--- config.mk ---
export PLATFORM = sky130hd
export DESIGN_NAME = music_score_event_parser_flat
export DESIGN_NICKNAME = d
export VERILOG_FILES = /design/src/msep_pkg.sv /design/src/msep_if.sv /design/src/music_score_event_parser.sv /design/src/flat_wrapper.sv
export SDC_FILE = /design/constraint.sdc
export NUM_CORES = 1
export LEC_CHECK = 0
export BUFFER_PORTS_ARGS = -buffer_cell sky130_fd_sc_hd__buf_2
export CAP_MARGIN = 20
export CORE_MARGIN = 4
export CORE_UTILIZATION = 40
export CTS_BUF_LIST = sky130_fd_sc_hd__clkbuf_16
export CTS_CLUSTER_DIAMETER = 200
export CTS_CLUSTER_SIZE = 28
export DETAILED_ROUTE_END_ITERATION = 10
export SLEW_MARGIN = 30
export SYNTH_ARGS = -nofsm -noshare
export SYNTH_HDL_FRONTEND = slang
export SYNTH_SLANG_ARGS = --single-unit
--- constraint.sdc ---
create_clock -name clock -period 6.5 [get_ports clock]
set_input_delay 0 -clock clock [delete_from_list [all_inputs] [get_ports clock]]
set_output_delay 0 -clock clock [all_outputs]
set_load 0.02 [all_outputs]
--- src/msep_pkg.sv ---
`timescale 1ns / 1ps
// ----------------------------------------------------------------------------
// msep_pkg
// Shared types and constants for the music score event parser.
// ----------------------------------------------------------------------------
package msep_pkg;

   localparam int CHANNELS_DEF = 16;

   localparam int KIND_W   = 3;
   localparam int CHAN_W   = 4;
   localparam int ARG_W    = 8;
   localparam int DELAY_W  = 32;
   localparam int CSR_IDX_W = 2;
   localparam int CSR_DAT_W = 17;

   localparam int SRATE_W = 17;
   localparam int TRATE_W = 10;
   localparam int TICKS_W = 32;
   localparam int VEL_W   = 7;
   localparam int PROD_W  = 33;

   localparam logic [SRATE_W-1:0] SRATE_RST = 17'd48000;
   localparam logic [TRATE_W-1:0] TRATE_RST = 10'd140;
   localparam logic [VEL_W-1:0]   VEL_RST   = 7'd127;
   localparam logic [TICKS_W-1:0] TICKS_OVF = 32'h00ff_ffff;
   localparam logic [TICKS_W-1:0] TICKS_MAX = 32'd40000;

   // register indexes
   localparam logic [CSR_IDX_W-1:0] CSR_LOOP_ENABLE = 2'd0;
   localparam logic [CSR_IDX_W-1:0] CSR_SAMPLE_RATE = 2'd1;
   localparam logic [CSR_IDX_W-1:0] CSR_TICK_RATE   = 2'd2;

   // event type field of a descriptor, bits 6:4
   localparam logic [2:0] ET_OFF  = 3'd0;
   localparam logic [2:0] ET_ON   = 3'd1;
   localparam logic [2:0] ET_PIT  = 3'd2;
   localparam logic [2:0] ET_SYS  = 3'd3;
   localparam logic [2:0] ET_CTRL = 3'd4;
   localparam logic [2:0] ET_END  = 3'd6;

   typedef enum logic [3:0] {
      PH_DESC,
      PH_OFF_NOTE,
      PH_ON_NOTE,
      PH_ON_VEL,
      PH_PITCH,
      PH_SYS,
      PH_CTRL_NUM,
      PH_CTRL_VAL,
      PH_DELAY
   } phase_type;

   typedef enum logic [KIND_W-1:0] {
      K_OFF,
      K_ON,
      K_PITCH,
      K_SYS,
      K_CTRL,
      K_END,
      K_DELAY,
      K_ERR
   } kind_type;

   typedef enum logic [2:0] {
      SQ_IDLE,
      SQ_MUL,
      SQ_DIV,
      SQ_OUT0,
      SQ_OUT1
   } seq_type;

endpackage

--- src/msep_if.sv ---
`timescale 1ns / 1ps
// ----------------------------------------------------------------------------
// msep_if
// Valid/ready channels of the score event parser: byte input, event output
// and register write port.
// ----------------------------------------------------------------------------
interface msep_req_if;
   logic       valid;
   logic       ready;
   logic       action;
   logic [7:0] score_byte;
   logic       last_byte;

   modport source (output valid, action, score_byte, last_byte, input ready);
   modport sink   (input valid, action, score_byte, last_byte, output ready);
endinterface

interface msep_rsp_if;
   logic        valid;
   logic        ready;
   logic [2:0]  event_kind;
   logic [3:0]  event_channel;
   logic [7:0]  first_arg;
   logic [7:0]  second_arg;
   logic [31:0] delay_samples;
   logic        last_of_run;

   modport source (output valid, event_kind, event_channel, first_arg, second_arg,
                   delay_samples, last_of_run, input ready);
   modport sink   (input valid, event_kind, event_channel, first_arg, second_arg,
                   delay_samples, last_of_run, output ready);
endinterface

interface msep_csr_if;
   logic        valid;
   logic        ready;
   logic [1:0]  index;
   logic [16:0] data;

   modport source (output valid, index, data, input ready);
   modport sink   (input valid, index, data, output ready);
endinterface

--- src/music_score_event_parser.sv ---
`timescale 1ns / 1ps
// Timing: an event word appears the cycle after its byte is taken; a byte that
//   closes a delay passes the multiply state and then the bit-serial restoring
//   divider before its word appears.
// Flow: a new byte is taken only while the sequencer is idle, once the words of
//   the last byte have been accepted; a byte with no word leaves it idle.
// Reset: synchronous; parser stopped, velocities 127, registers at defaults.
// ----------------------------------------------------------------------------
// music_score_event_parser
// Decodes score body bytes into note, pitch, system, controller, delay, end and error events.
// ----------------------------------------------------------------------------
module music_score_event_parser #(
   parameter int CHANNELS = msep_pkg::CHANNELS_DEF
) (
   input  logic        clock,
   input  logic        reset,
   msep_req_if.sink    req_ch,
   msep_rsp_if.source  rsp_ch,
   msep_csr_if.sink    csr_ch
);
   import msep_pkg::*;

   localparam int DIV_STEPS = PROD_W;
   localparam int CNT_W     = $clog2(DIV_STEPS);

   // configuration
   logic               loop_en_ff;
   logic [SRATE_W-1:0] srate_ff;
   logic [TRATE_W-1:0] trate_ff;

   // parse state
   phase_type          phase_ff, phase_in;
   logic               playing_ff, playing_in;
   logic [CHAN_W-1:0]  chan_ff, chan_in;
   logic               gfinal_ff, gfinal_in;
   logic [ARG_W-1:0]   pend_ff, pend_in;
   logic [VEL_W-1:0]   vel_ff [CHANNELS];
   logic [VEL_W-1:0]   vel_in [CHANNELS];
   logic [TICKS_W-1:0] ticks_ff, ticks_in;
   logic [TRATE_W-1:0] trem_ff, trem_in;

   // sequencer and result word
   seq_type            seq_ff, seq_in;
   kind_type           rkind_ff, rkind_in;
   logic [CHAN_W-1:0]  rchan_ff, rchan_in;
   logic [ARG_W-1:0]   ra_ff, ra_in;
   logic [ARG_W-1:0]   rb_ff, rb_in;
   logic               has1_ff, has1_in;

   // divider
   logic [PROD_W-1:0]  qd_ff, qd_in;
   logic [TRATE_W-1:0] drem_ff, drem_in;
   logic [TRATE_W-1:0] dvs_ff, dvs_in;
   logic [CNT_W-1:0]   cnt_ff, cnt_in;

   // item decode results
   logic               take;
   logic               p_has0, p_has1, p_mul, p_fail, p_end, p_fresh, p_vwr;
   logic [VEL_W-1:0]   vel_rd;
   logic [7:0]         v;
   logic [TICKS_W-1:0] tacc;
   logic [TRATE_W:0]   dtry;
   logic [PROD_W-1:0]  prod;

   assign take         = req_ch.valid && req_ch.ready;
   assign v            = req_ch.score_byte;
   assign req_ch.ready = (seq_ff == SQ_IDLE);
   assign csr_ch.ready = 1'b1;

   // ---------------- configuration ----------------
   always_ff @(posedge clock) begin
      if (reset) begin
         loop_en_ff <= 1'b0;
         srate_ff   <= SRATE_RST;
         trate_ff   <= TRATE_RST;
      end else if (csr_ch.valid) begin
         case (csr_ch.index)
            CSR_LOOP_ENABLE: loop_en_ff <= csr_ch.data[0];
            CSR_SAMPLE_RATE: srate_ff   <= csr_ch.data[SRATE_W-1:0];
            CSR_TICK_RATE:   trate_ff   <= csr_ch.data[TRATE_W-1:0];
            default: ;
         endcase
      end
   end

   // ---------------- velocity read ----------------
   always_comb begin
      vel_rd = VEL_RST;
      for (int i = 0; i < CHANNELS; i++) begin
         if (chan_ff == CHAN_W'(i)) vel_rd = vel_ff[i];
      end
   end

   assign tacc = {ticks_ff[TICKS_W-8:0], v[6:0]};

   // ---------------- byte decode ----------------
   always_comb begin
      phase_in   = phase_ff;
      playing_in = playing_ff;
      chan_in    = chan_ff;
      gfinal_in  = gfinal_ff;
      pend_in    = pend_ff;
      ticks_in   = ticks_ff;
      p_has0     = 1'b0;
      p_mul      = 1'b0;
      p_fail     = 1'b0;
      p_end      = 1'b0;
      p_fresh    = 1'b0;
      p_vwr      = 1'b0;
      rkind_in   = K_ERR;
      rchan_in   = '0;
      ra_in      = '0;
      rb_in      = '0;

      if (req_ch.action) begin
         p_fresh    = 1'b1;
         playing_in = 1'b1;
      end else if (playing_ff) begin
         case (phase_ff)
            PH_DESC: begin
               chan_in   = v[3:0];
               gfinal_in = v[7];
               case (v[6:4])
                  ET_OFF:  phase_in = PH_OFF_NOTE;
                  ET_ON:   phase_in = PH_ON_NOTE;
                  ET_PIT:  phase_in = PH_PITCH;
                  ET_SYS:  phase_in = PH_SYS;
                  ET_CTRL: phase_in = PH_CTRL_NUM;
                  ET_END: begin
                     p_end    = 1'b1;
                     p_has0   = 1'b1;
                     rkind_in = K_END;
                     rchan_in = v[3:0];
                     if (loop_en_ff) p_fresh = 1'b1;
                     else playing_in = 1'b0;
                  end
                  default: p_fail = 1'b1;
               endcase
            end
            PH_OFF_NOTE: begin
               p_has0   = 1'b1;
               rkind_in = K_OFF;
               rchan_in = chan_ff;
               ra_in    = {1'b0, v[6:0]};
            end
            PH_ON_NOTE: begin
               pend_in = {1'b0, v[6:0]};
               if (v[7]) begin
                  phase_in = PH_ON_VEL;
               end else begin
                  p_has0   = 1'b1;
                  rkind_in = K_ON;
                  rchan_in = chan_ff;
                  ra_in    = {1'b0, v[6:0]};
                  rb_in    = {1'b0, vel_rd};
               end
            end
            PH_ON_VEL: begin
               p_vwr    = 1'b1;
               p_has0   = 1'b1;
               rkind_in = K_ON;
               rchan_in = chan_ff;
               ra_in    = pend_ff;
               // channels beyond the table read back the default
               rb_in    = (32'(chan_ff) < CHANNELS) ? {1'b0, v[6:0]} : {1'b0, VEL_RST};
            end
            PH_PITCH, PH_SYS: begin
               p_has0   = 1'b1;
               rkind_in = (phase_ff == PH_PITCH) ? K_PITCH : K_SYS;
               rchan_in = chan_ff;
               ra_in    = v;
            end
            PH_CTRL_NUM: begin
               pend_in  = v;
               phase_in = PH_CTRL_VAL;
            end
            PH_CTRL_VAL: begin
               p_has0   = 1'b1;
               rkind_in = K_CTRL;
               rchan_in = chan_ff;
               ra_in    = pend_ff;
               rb_in    = v;
            end
            PH_DELAY: begin
               if (ticks_ff > TICKS_OVF) begin
                  p_fail = 1'b1;
               end else begin
                  ticks_in = tacc;
                  if (!v[7]) begin
                     if (tacc > TICKS_MAX) begin
                        p_fail = 1'b1;
                     end else begin
                        p_mul    = 1'b1;
                        p_has0   = 1'b1;
                        rkind_in = K_DELAY;
                        phase_in = PH_DESC;
                     end
                  end
               end
            end
            default: p_fail = 1'b1;
         endcase

         // an event just finished: a delay follows the last of a group
         if (p_has0 && (phase_ff != PH_DESC) && (phase_ff != PH_DELAY)) begin
            if (gfinal_ff) begin
               phase_in = PH_DELAY;
               ticks_in = '0;
            end else begin
               phase_in = PH_DESC;
            end
         end

         if (p_fail) begin
            p_has0     = 1'b1;
            rkind_in   = K_ERR;
            rchan_in   = '0;
            ra_in      = '0;
            rb_in      = '0;
            playing_in = 1'b0;
         end
      end

      if (p_fresh) begin
         phase_in  = PH_DESC;
         chan_in   = '0;
         gfinal_in = 1'b0;
         pend_in   = '0;
         ticks_in  = '0;
      end

      // premature end of score
      p_has1 = !req_ch.action && playing_ff && req_ch.last_byte && playing_in && !p_end;
      if (p_has1) playing_in = 1'b0;
   end

   always_comb begin
      for (int i = 0; i < CHANNELS; i++) begin
         if (p_fresh) vel_in[i] = VEL_RST;
         else if (p_vwr && chan_ff == CHAN_W'(i)) vel_in[i] = v[6:0];
         else vel_in[i] = vel_ff[i];
      end
   end

   // ---------------- sequencer ----------------
   assign prod = PROD_W'(ticks_ff[15:0]) * PROD_W'(srate_ff) + PROD_W'(trem_ff);
   assign dtry = {drem_ff, qd_ff[PROD_W-1]} - {1'b0, dvs_ff};

   always_comb begin
      seq_in  = seq_ff;
      has1_in = has1_ff;
      qd_in   = qd_ff;
      drem_in = drem_ff;
      dvs_in  = dvs_ff;
      cnt_in  = cnt_ff;
      trem_in = trem_ff;

      case (seq_ff)
         SQ_IDLE: begin
            if (take) begin
               has1_in = p_has1;
               if (p_fresh) trem_in = '0;
               if (p_mul) seq_in = SQ_MUL;
               else if (p_has0) seq_in = SQ_OUT0;
               else if (p_has1) seq_in = SQ_OUT1;
            end
         end
         SQ_MUL: begin
            qd_in   = prod;
            drem_in = '0;
            dvs_in  = (trate_ff == '0) ? TRATE_W'(1) : trate_ff;
            cnt_in  = '0;
            seq_in  = SQ_DIV;
         end
         SQ_DIV: begin
            // restoring step, one quotient bit per cycle
            if (!dtry[TRATE_W]) begin
               drem_in = dtry[TRATE_W-1:0];
               qd_in   = {qd_ff[PROD_W-2:0], 1'b1};
            end else begin
               drem_in = {drem_ff[TRATE_W-2:0], qd_ff[PROD_W-1]};
               qd_in   = {qd_ff[PROD_W-2:0], 1'b0};
            end
            cnt_in = cnt_ff + CNT_W'(1);
            if (cnt_ff == CNT_W'(DIV_STEPS - 1)) begin
               trem_in = drem_in;
               seq_in  = SQ_OUT0;
            end
         end
         SQ_OUT0: begin
            if (rsp_ch.ready) seq_in = has1_ff ? SQ_OUT1 : SQ_IDLE;
         end
         SQ_OUT1: begin
            if (rsp_ch.ready) seq_in = SQ_IDLE;
         end
         default: seq_in = SQ_IDLE;
      endcase
   end

   always_ff @(posedge clock) begin
      if (reset) begin
         seq_ff     <= SQ_IDLE;
         phase_ff   <= PH_DESC;
         playing_ff <= 1'b0;
         chan_ff    <= '0;
         gfinal_ff  <= 1'b0;
         pend_ff    <= '0;
         ticks_ff   <= '0;
         trem_ff    <= '0;
         has1_ff    <= 1'b0;
         for (int i = 0; i < CHANNELS; i++) vel_ff[i] <= VEL_RST;
      end else begin
         seq_ff  <= seq_in;
         trem_ff <= trem_in;
         has1_ff <= has1_in;
         if (take) begin
            phase_ff   <= phase_in;
            playing_ff <= playing_in;
            chan_ff    <= chan_in;
            gfinal_ff  <= gfinal_in;
            pend_ff    <= pend_in;
            ticks_ff   <= ticks_in;
            for (int i = 0; i < CHANNELS; i++) vel_ff[i] <= vel_in[i];
         end else if (seq_ff == SQ_MUL) begin
            ticks_ff <= '0;
         end
      end
   end

   always_ff @(posedge clock) begin
      qd_ff   <= qd_in;
      drem_ff <= drem_in;
      dvs_ff  <= dvs_in;
      cnt_ff  <= cnt_in;
      if (take) begin
         rkind_ff <= rkind_in;
         rchan_ff <= rchan_in;
         ra_ff    <= ra_in;
         rb_ff    <= rb_in;
      end
   end

   // ---------------- result word ----------------
   always_comb begin
      rsp_ch.valid         = (seq_ff == SQ_OUT0) || (seq_ff == SQ_OUT1);
      rsp_ch.event_kind    = rkind_ff;
      rsp_ch.event_channel = rchan_ff;
      rsp_ch.first_arg     = ra_ff;
      rsp_ch.second_arg    = rb_ff;
      rsp_ch.delay_samples = '0;
      rsp_ch.last_of_run   = !has1_ff;
      if (seq_ff == SQ_OUT1) begin
         rsp_ch.event_kind    = K_ERR;
         rsp_ch.event_channel = '0;
         rsp_ch.first_arg     = '0;
         rsp_ch.second_arg    = '0;
         rsp_ch.last_of_run   = 1'b1;
      end else if (rkind_ff == K_DELAY) begin
         // counts past 32 bits saturate
         rsp_ch.delay_samples = qd_ff[PROD_W-1] ? '1 : qd_ff[DELAY_W-1:0];
      end
   end

endmodule
--- src/flat_wrapper.sv ---
// flat-port wrapper written by rule: the top's interface ports become plain ports
module music_score_event_parser_flat import msep_pkg::*;
#(
   parameter int CHANNELS = msep_pkg::CHANNELS_DEF
)
  (clock, reset, req_ch_valid, req_ch_action, req_ch_score_byte, req_ch_last_byte, req_ch_ready, rsp_ch_valid, rsp_ch_event_kind, rsp_ch_event_channel, rsp_ch_first_arg, rsp_ch_second_arg, rsp_ch_delay_samples, rsp_ch_last_of_run, rsp_ch_ready, csr_ch_valid, csr_ch_index, csr_ch_data, csr_ch_ready);
  msep_req_if req_ch_i ();
  msep_rsp_if rsp_ch_i ();
  msep_csr_if csr_ch_i ();
  input  logic clock;
  input  logic reset;
  input wire logic [$bits(req_ch_i.valid)-1:0] req_ch_valid;
  input wire logic [$bits(req_ch_i.action)-1:0] req_ch_action;
  input wire logic [$bits(req_ch_i.score_byte)-1:0] req_ch_score_byte;
  input wire logic [$bits(req_ch_i.last_byte)-1:0] req_ch_last_byte;
  output wire logic [$bits(req_ch_i.ready)-1:0] req_ch_ready;
  output wire logic [$bits(rsp_ch_i.valid)-1:0] rsp_ch_valid;
  output wire logic [$bits(rsp_ch_i.event_kind)-1:0] rsp_ch_event_kind;
  output wire logic [$bits(rsp_ch_i.event_channel)-1:0] rsp_ch_event_channel;
  output wire logic [$bits(rsp_ch_i.first_arg)-1:0] rsp_ch_first_arg;
  output wire logic [$bits(rsp_ch_i.second_arg)-1:0] rsp_ch_second_arg;
  output wire logic [$bits(rsp_ch_i.delay_samples)-1:0] rsp_ch_delay_samples;
  output wire logic [$bits(rsp_ch_i.last_of_run)-1:0] rsp_ch_last_of_run;
  input wire logic [$bits(rsp_ch_i.ready)-1:0] rsp_ch_ready;
  input wire logic [$bits(csr_ch_i.valid)-1:0] csr_ch_valid;
  input wire logic [$bits(csr_ch_i.index)-1:0] csr_ch_index;
  input wire logic [$bits(csr_ch_i.data)-1:0] csr_ch_data;
  output wire logic [$bits(csr_ch_i.ready)-1:0] csr_ch_ready;
  assign req_ch_i.valid = req_ch_valid;
  assign req_ch_i.action = req_ch_action;
  assign req_ch_i.score_byte = req_ch_score_byte;
  assign req_ch_i.last_byte = req_ch_last_byte;
  assign req_ch_ready = req_ch_i.ready;
  assign rsp_ch_valid = rsp_ch_i.valid;
  assign rsp_ch_event_kind = rsp_ch_i.event_kind;
  assign rsp_ch_event_channel = rsp_ch_i.event_channel;
  assign rsp_ch_first_arg = rsp_ch_i.first_arg;
  assign rsp_ch_second_arg = rsp_ch_i.second_arg;
  assign rsp_ch_delay_samples = rsp_ch_i.delay_samples;
  assign rsp_ch_last_of_run = rsp_ch_i.last_of_run;
  assign rsp_ch_i.ready = rsp_ch_ready;
  assign csr_ch_i.valid = csr_ch_valid;
  assign csr_ch_i.index = csr_ch_index;
  assign csr_ch_i.data = csr_ch_data;
  assign csr_ch_ready = csr_ch_i.ready;
  music_score_event_parser #(.CHANNELS(CHANNELS)) u_core (.clock(clock), .reset(reset), .req_ch(req_ch_i), .rsp_ch(rsp_ch_i), .csr_ch(csr_ch_i));
endmodule
Yosys cells after proc, flatten, opt, wreduce, memory -nomap -nowiden
Memories as Yosys holds them, arrays and structs flattened.
Index checks and enable logic that the tools add are counted.
{"block": "totals", "elab_cells": 331, "reg_bits": 174, "mem_bits_rw": 112, "mem_count": 1, "output_inout_bits": 59, "input_bits": 34}
{"block": "op_classes", "bitwise_logic": 17, "n_eq_ne": 51, "order_cmp": 2, "n_reduce_logical": 57, "addsub": 3, "mux": 179, "mul": 1}
{"memory": "u_core.vel_ff", "depth": 16, "width": 7, "read_ports": 16, "rd_clocked_by_memory_dff": 0, "wr": 16, "line_no": "music_score_event_parser.sv:37", "rtl": "logic [VEL_W-1:0] vel_ff [CHANNELS];"}
{"op": "$mux W7", "n": 66}
{"op": "$mux W32", "n": 12}
{"op": "$pmux W33 S2", "n": 1}
{"op": "$mux W4", "n": 16}
{"op": "$mux W1", "n": 49}
{"op": "$mux W10", "n": 4}
{"op": "$mux W8", "n": 5}
{"op": "$pmux W10 S2", "n": 2}
{"op": "$eq A4 B4 Y1 const B", "n": 9}
{"op": "$mux W3", "n": 12}
{"op": "$add A33 B10 Y33", "n": 1}
{"op": "$mul A16 B17 Y33", "n": 1}
{"op": "$eq A4 B3 Y1 const B", "n": 8}
{"op": "$gt A32 B16 Y1 const B", "n": 1}
{"op": "$gt A32 B24 Y1 const B", "n": 1}
{"op": "$pmux W8 S4", "n": 1}
{"op": "$pmux W8 S3", "n": 1}
{"op": "$logic_and A1 B1 Y1", "n": 23}
{"op": "$pmux W3 S7", "n": 1}
{"op": "$pmux W4 S5", "n": 1}
{"op": "$eq A4 B2 Y1 const B", "n": 4}
{"op": "$or A1 B1 Y1", "n": 16}
{"op": "$pmux W4 S4", "n": 1}
{"op": "$pmux W8 S2", "n": 1}
{"op": "44 further kinds", "n": 73}

Longest topological paths before layout
{"block": "logic_depth", "word_depth": 19, "depth_mapped": 23, "ltp_nobuf": 22}

Worst setup path before layout
Ideal clock, no wire load.
{"block": "synth_path", "path_type": "reg2reg", "from": "register u_core.ticks_ff[8]", "to": "register u_core.qd_ff[32] (data pin)", "path_slack_ns": 0.292, "period_less_slack_ns": 6.208, "path_buffers": 2, "setup_time_ns": 0.264, "required_time_ns": 6.236, "t_arrival_ns": 5.944, "path_stages_with_launch": 23, "cell_sequence": "dfxtp_1 > clkbuf_1 > buf_1 > nand2_1 > fa_1 > inv_1 > fa_1 > inv_1 > fa_1 > inv_1 > fa_1 > fa_1 > inv_1 > fa_1 > inv_1 > ha_1 > and4_1 > nand2_1 > o31ai_1 > a31oi_1 > o21bai_1 > o211a_1 > a211oi_1"}
{"block": "synth_between", "elab_chain_len": 3}
{"element": "start: declaration", "line_no": "music_score_event_parser.sv:39", "rtl": "logic [TICKS_W-1:0] ticks_ff, ticks_in;"}
{"element": "start signal: assignment", "line_no": "music_score_event_parser.sv:322", "rtl": "ticks_ff <= ticks_in;"}
{"element": "$mul A16 B17 Y33", "line_no": "music_score_event_parser.sv:246", "rtl": "assign prod = PROD_W'(ticks_ff[15:0]) * PROD_W'(srate_ff) + PROD_W'(trem_ff);"}
{"element": "$add A33 B10 Y33", "line_no": "music_score_event_parser.sv:246"}
{"element": "$pmux W33 S2", "line_no": "music_score_event_parser.sv:258", "rtl": "case (seq_ff)"}
{"element": "named net u_core.qd_in[32]", "line_no": "music_score_event_parser.sv:51", "rtl": "logic [PROD_W-1:0] qd_ff, qd_in;"}
{"element": "end signal: assignment", "line_no": "music_score_event_parser.sv:331", "rtl": "qd_ff <= qd_in;"}
{"element": "end: declaration", "line_no": "music_score_event_parser.sv:51"}
The timed path passes the listed nets, and every way through them passes these cells.
A chain may end at the register's enable or synchronous reset.

Final worst setup path
{"block": "layout_path", "from": "register u_core.ticks_ff[15]", "to": "register u_core.qd_ff[31] (data pin)"}
Same word-level chain as after synthesis.

==> run_results.csv <==
group,metric,value,unit
status,status,"complete, no violations",
cts,cts_root_buf,"clkbuf_16",
cells_and_area,final_core_util,44.5,%
cells_and_area,final_layout_size_suffix_gt1_share,10.5,%
die,die_x,246,um
synthesis,ys_types,83,
timing,fmax,160,MHz
power,p_switching,1.49,mW
route,antenna_violating_nets_post_route,0,
global_routing,grt_pass1_vias,17402,
synthesis,synth_edf_count,194,
route,drt-total-wl,57.1,mm
critical_path,endpoint_kind,"register",
critical_path,startpoint_type,"register",
worst_hold_path,hold_path.startpoint,"csr_ch_valid",
timing,setup-violations-final,0,
timing,holdWs,0.0679,ns
power,internal_power,2.94,mW
global_routing,grt_pass1_wl,93.7,mm
die,die_area,60400,um2
synthesis,yosysWarnings,0,
timing,tns,0,ns
critical_path,timing.rr.start,"u_core.ticks_ff[15]$_SDFFE_PP0P_",
cells_and_area,design_area,24700,um2
timing,slew_headroom,34.2,%
synthesis,synth-async-reset-ratio,0,%
cts,clockBufferDepth,3,
timing,final_max_slew_viol_count,0,
power,p_sw_share,33.6,%
cts,clk_latency,0.54,ns
route,avgViaCountPerCell,5.31,
synthesis,synth_common_cells,"inv_1 (319), nand2_1 (318), fa_1 (219)",
worst_hold_path,hold_path.class,"input pin to register",
synthesis,netlist_area,22600,um2
placed_design,pre_cts_slack,-0.0206,ns
power,leakage,10.3,nW
synthesis,synth_top_cell_area_share,25.7,%
synthesis,synth_nets,2758,
route,first_pass_iters,5,
global_routing,antenna_found_initial,0,
placed_design,place_congestion,0.882,
critical_path,cp_max_fo,14,
cts,cts_tree,"done",
cts,htreeDepth,1,
synthesis,syn_inst,2379,
die,rows,86,
route,drc,0,
critical_path,setup.worst_path.start,"u_core.ticks_ff[15]$_SDFFE_PP0P_",
placed_design,dp_hpwl,42.8,mm
power,clkPwrFrac,23.7,%
cells_and_area,fin_cells,3185,
synthesis,yosys_register_bits,286,
global_routing,grt_util_all_layers,19.1,%
synthesis,ys.flop_type,"edfxtp_1",
critical_path,cp.arrival,6.60,ns
power,peakVddDrop,162,uV
power,pwr_density_cell,179,nW/um2
synthesis,synth.largest_area_cell,"edfxtp_1",
placed_design,placed_area,23900,um2
global_routing,grt_overflow_total,0,
power,comb_power_share,24.1,%
placed_design,dp_cells,3128,
cells_and_area,nets,2808,
route,vias,16927,
critical_path,worstSetupPathType,"register to register",
critical_path,cp.required,6.87,ns
power,finalPower,4.42,mW
cts,path_clk_slew,0.11,ns
timing,final_hold_viol_count,0,
cts,cts_buffers,14,
route,routedWlPerCell,17.9,um
timing,setup_ws,0.269,ns
die,start_util,40.8,%
placed_design,portBuffers,91,
timing,rsz0062_at_grt,"yes",
cts,cts_sinks,286,
power,sequentialPowerShare,52.2,%
synthesis,yosysMostFrequentCell,"inv_1",
timing,fin_skew,0.0264,ns
timing,tightest_slew,0.984,ns
job,cap_violations,0,
cells_and_area,area_growth,9.21,%
cells_and_area,n_antenna_cell,0,
die,die_y,246,um
timing,finalCritPeriodShare,95.9,%
global_routing,grt_start_max_net_pins,68,
route,drt_iter0_drc,1404,
timing,finalCriticalPeriod,6.23,ns
synthesis,synth_seq_area_share,33.9,%
synthesis,netlist_top_cells_area,"edfxtp_1 (26%), fa_1 (19%), dfxtp_1 (8.1%)",
die,core,55500,um2
die,pin_count,93,
synthesis,syn_avg_cell_area,9.51,um2
critical path, cell delays in order (launching register included):
cell and delay, ns:
dfxtp_1 0.33, buf_4 0.17, buf_4 0.19, and2_1 0.19, fa_1 0.51, fa_1 0.53
fa_1 0.55, fa_1 0.55, fa_1 0.56, inv_1 0.06, fa_1 0.54, inv_1 0.04
ha_1 0.34, nand3_1 0.14, nor2_1 0.23, nand3_1 0.10, and3_1 0.19, o21ai_1 0.22
a211oi_1 0.15, or3_1 0.32, a31oi_1 0.17
final timing paths:
check                                endpoint  slack, ns  depth (start not counted)
max                u_core.qd_ff[31]$_DFFE_PP_       0.27                         20
min           u_core.trate_ff[8]$_SDFFE_PP0P_       0.07                          4
max reg2reg        u_core.qd_ff[31]$_DFFE_PP_       0.27                         20
min reg2reg  u_core.ticks_ff[31]$_SDFFE_PP0P_       0.44                          2
registers in the layout, summed over array words and instances (netlist names):
name               flops
u_core.playing_ff      1
u_core.seq_ff          3
u_core.ra_ff           8
u_core.rkind_ff        3
u_core.trate_ff       10
u_core.chan_ff         4
u_core.rb_ff           8
u_core.loop_en_ff      1
u_core.cnt_ff          6
u_core.trem_ff        10
u_core.pend_ff         8
u_core.qd_ff          33
u_core.rchan_ff        4
u_core.phase_ff        4
u_core.srate_ff       17
u_core.has1_ff         1
u_core.dvs_ff         10
u_core.drem_ff        10
u_core.vel_ff        112
u_core.ticks_ff       32
u_core.gfinal_ff       1
layout make-up:
cell class | count | area [um2]
Clock buffer | 14 | 350
Clock inverter | 10 | 76.3
Fill cell | 5401 | 30800
Inverter | 323 | 1210
Multi-Input combinational cell | 1626 | 13200
Sequential cell | 286 | 7700
Tap cell | 748 | 936
Timing Repair Buffer | 178 | 1190
power by group through the flow:
stage | registers (mW) | logic (mW) | clock network [mW]
after floorplan | 2.30 | 0.751 | 0
after global routing | 2.33 | 1.17 | 1.14
after detailed placement | 2.35 | 1.05 | 0
final | 2.31 | 1.06 | 1.05
after CTS | 2.31 | 1.07 | 1.08
after global placement | 2.35 | 1.02 | 0
metal layers:
metal / track usage [%] / share of wire [%]
met1: 26.6 / 45
met2: 32.8 / 48
met3: 1.80 / 4.8
met4: 3.95 / 1.8
met5: 0 / 0
layout by cell type (no fill, tap or decap), types with 17 or more instances in the layout:
cell / instances
a211oi_1: 18
a21oi_1: 121
a22oi_1: 33
and2_1: 148
buf_2: 91
buf_4: 54
dfxtp_1: 69
dfxtp_2: 21
dlygate4sd3_1: 33
edfxtp_1: 194
fa_1: 219
ha_1: 126
inv_1: 327
mux2i_1: 21
nand2_1: 316
nand3_1: 55
nor2_1: 134
nor2b_1: 21
nor3_1: 17
o21a_1: 39
o21ai_0: 68
or2_2: 22
or3_1: 17
xnor2_1: 18
logic make-up after synthesis:
logic type | Yosys count | synth area share (%)
AND/OR/NAND/NOR | 814 | 17.4
XOR/XNOR | 30 | 1.16
other | 1 | 0.0166
flip-flops | 286 | 33.9
multiplexers | 34 | 1.82
buffers and inverters | 467 | 7.88
adder cells (fa/ha/maj) | 345 | 26.3
AO/OA/AOI/OAI | 402 | 11.5
timing repair:
item                       4_1_cts  5_1_grt
gates resized for setup          3       26
hold endpoints to repair        53        0
buffers inserted                 0        0
pin swaps                        0        1
hold buffers                    33        0
setup endpoints to repair        2       13
(Power assumes the default switching activity.)
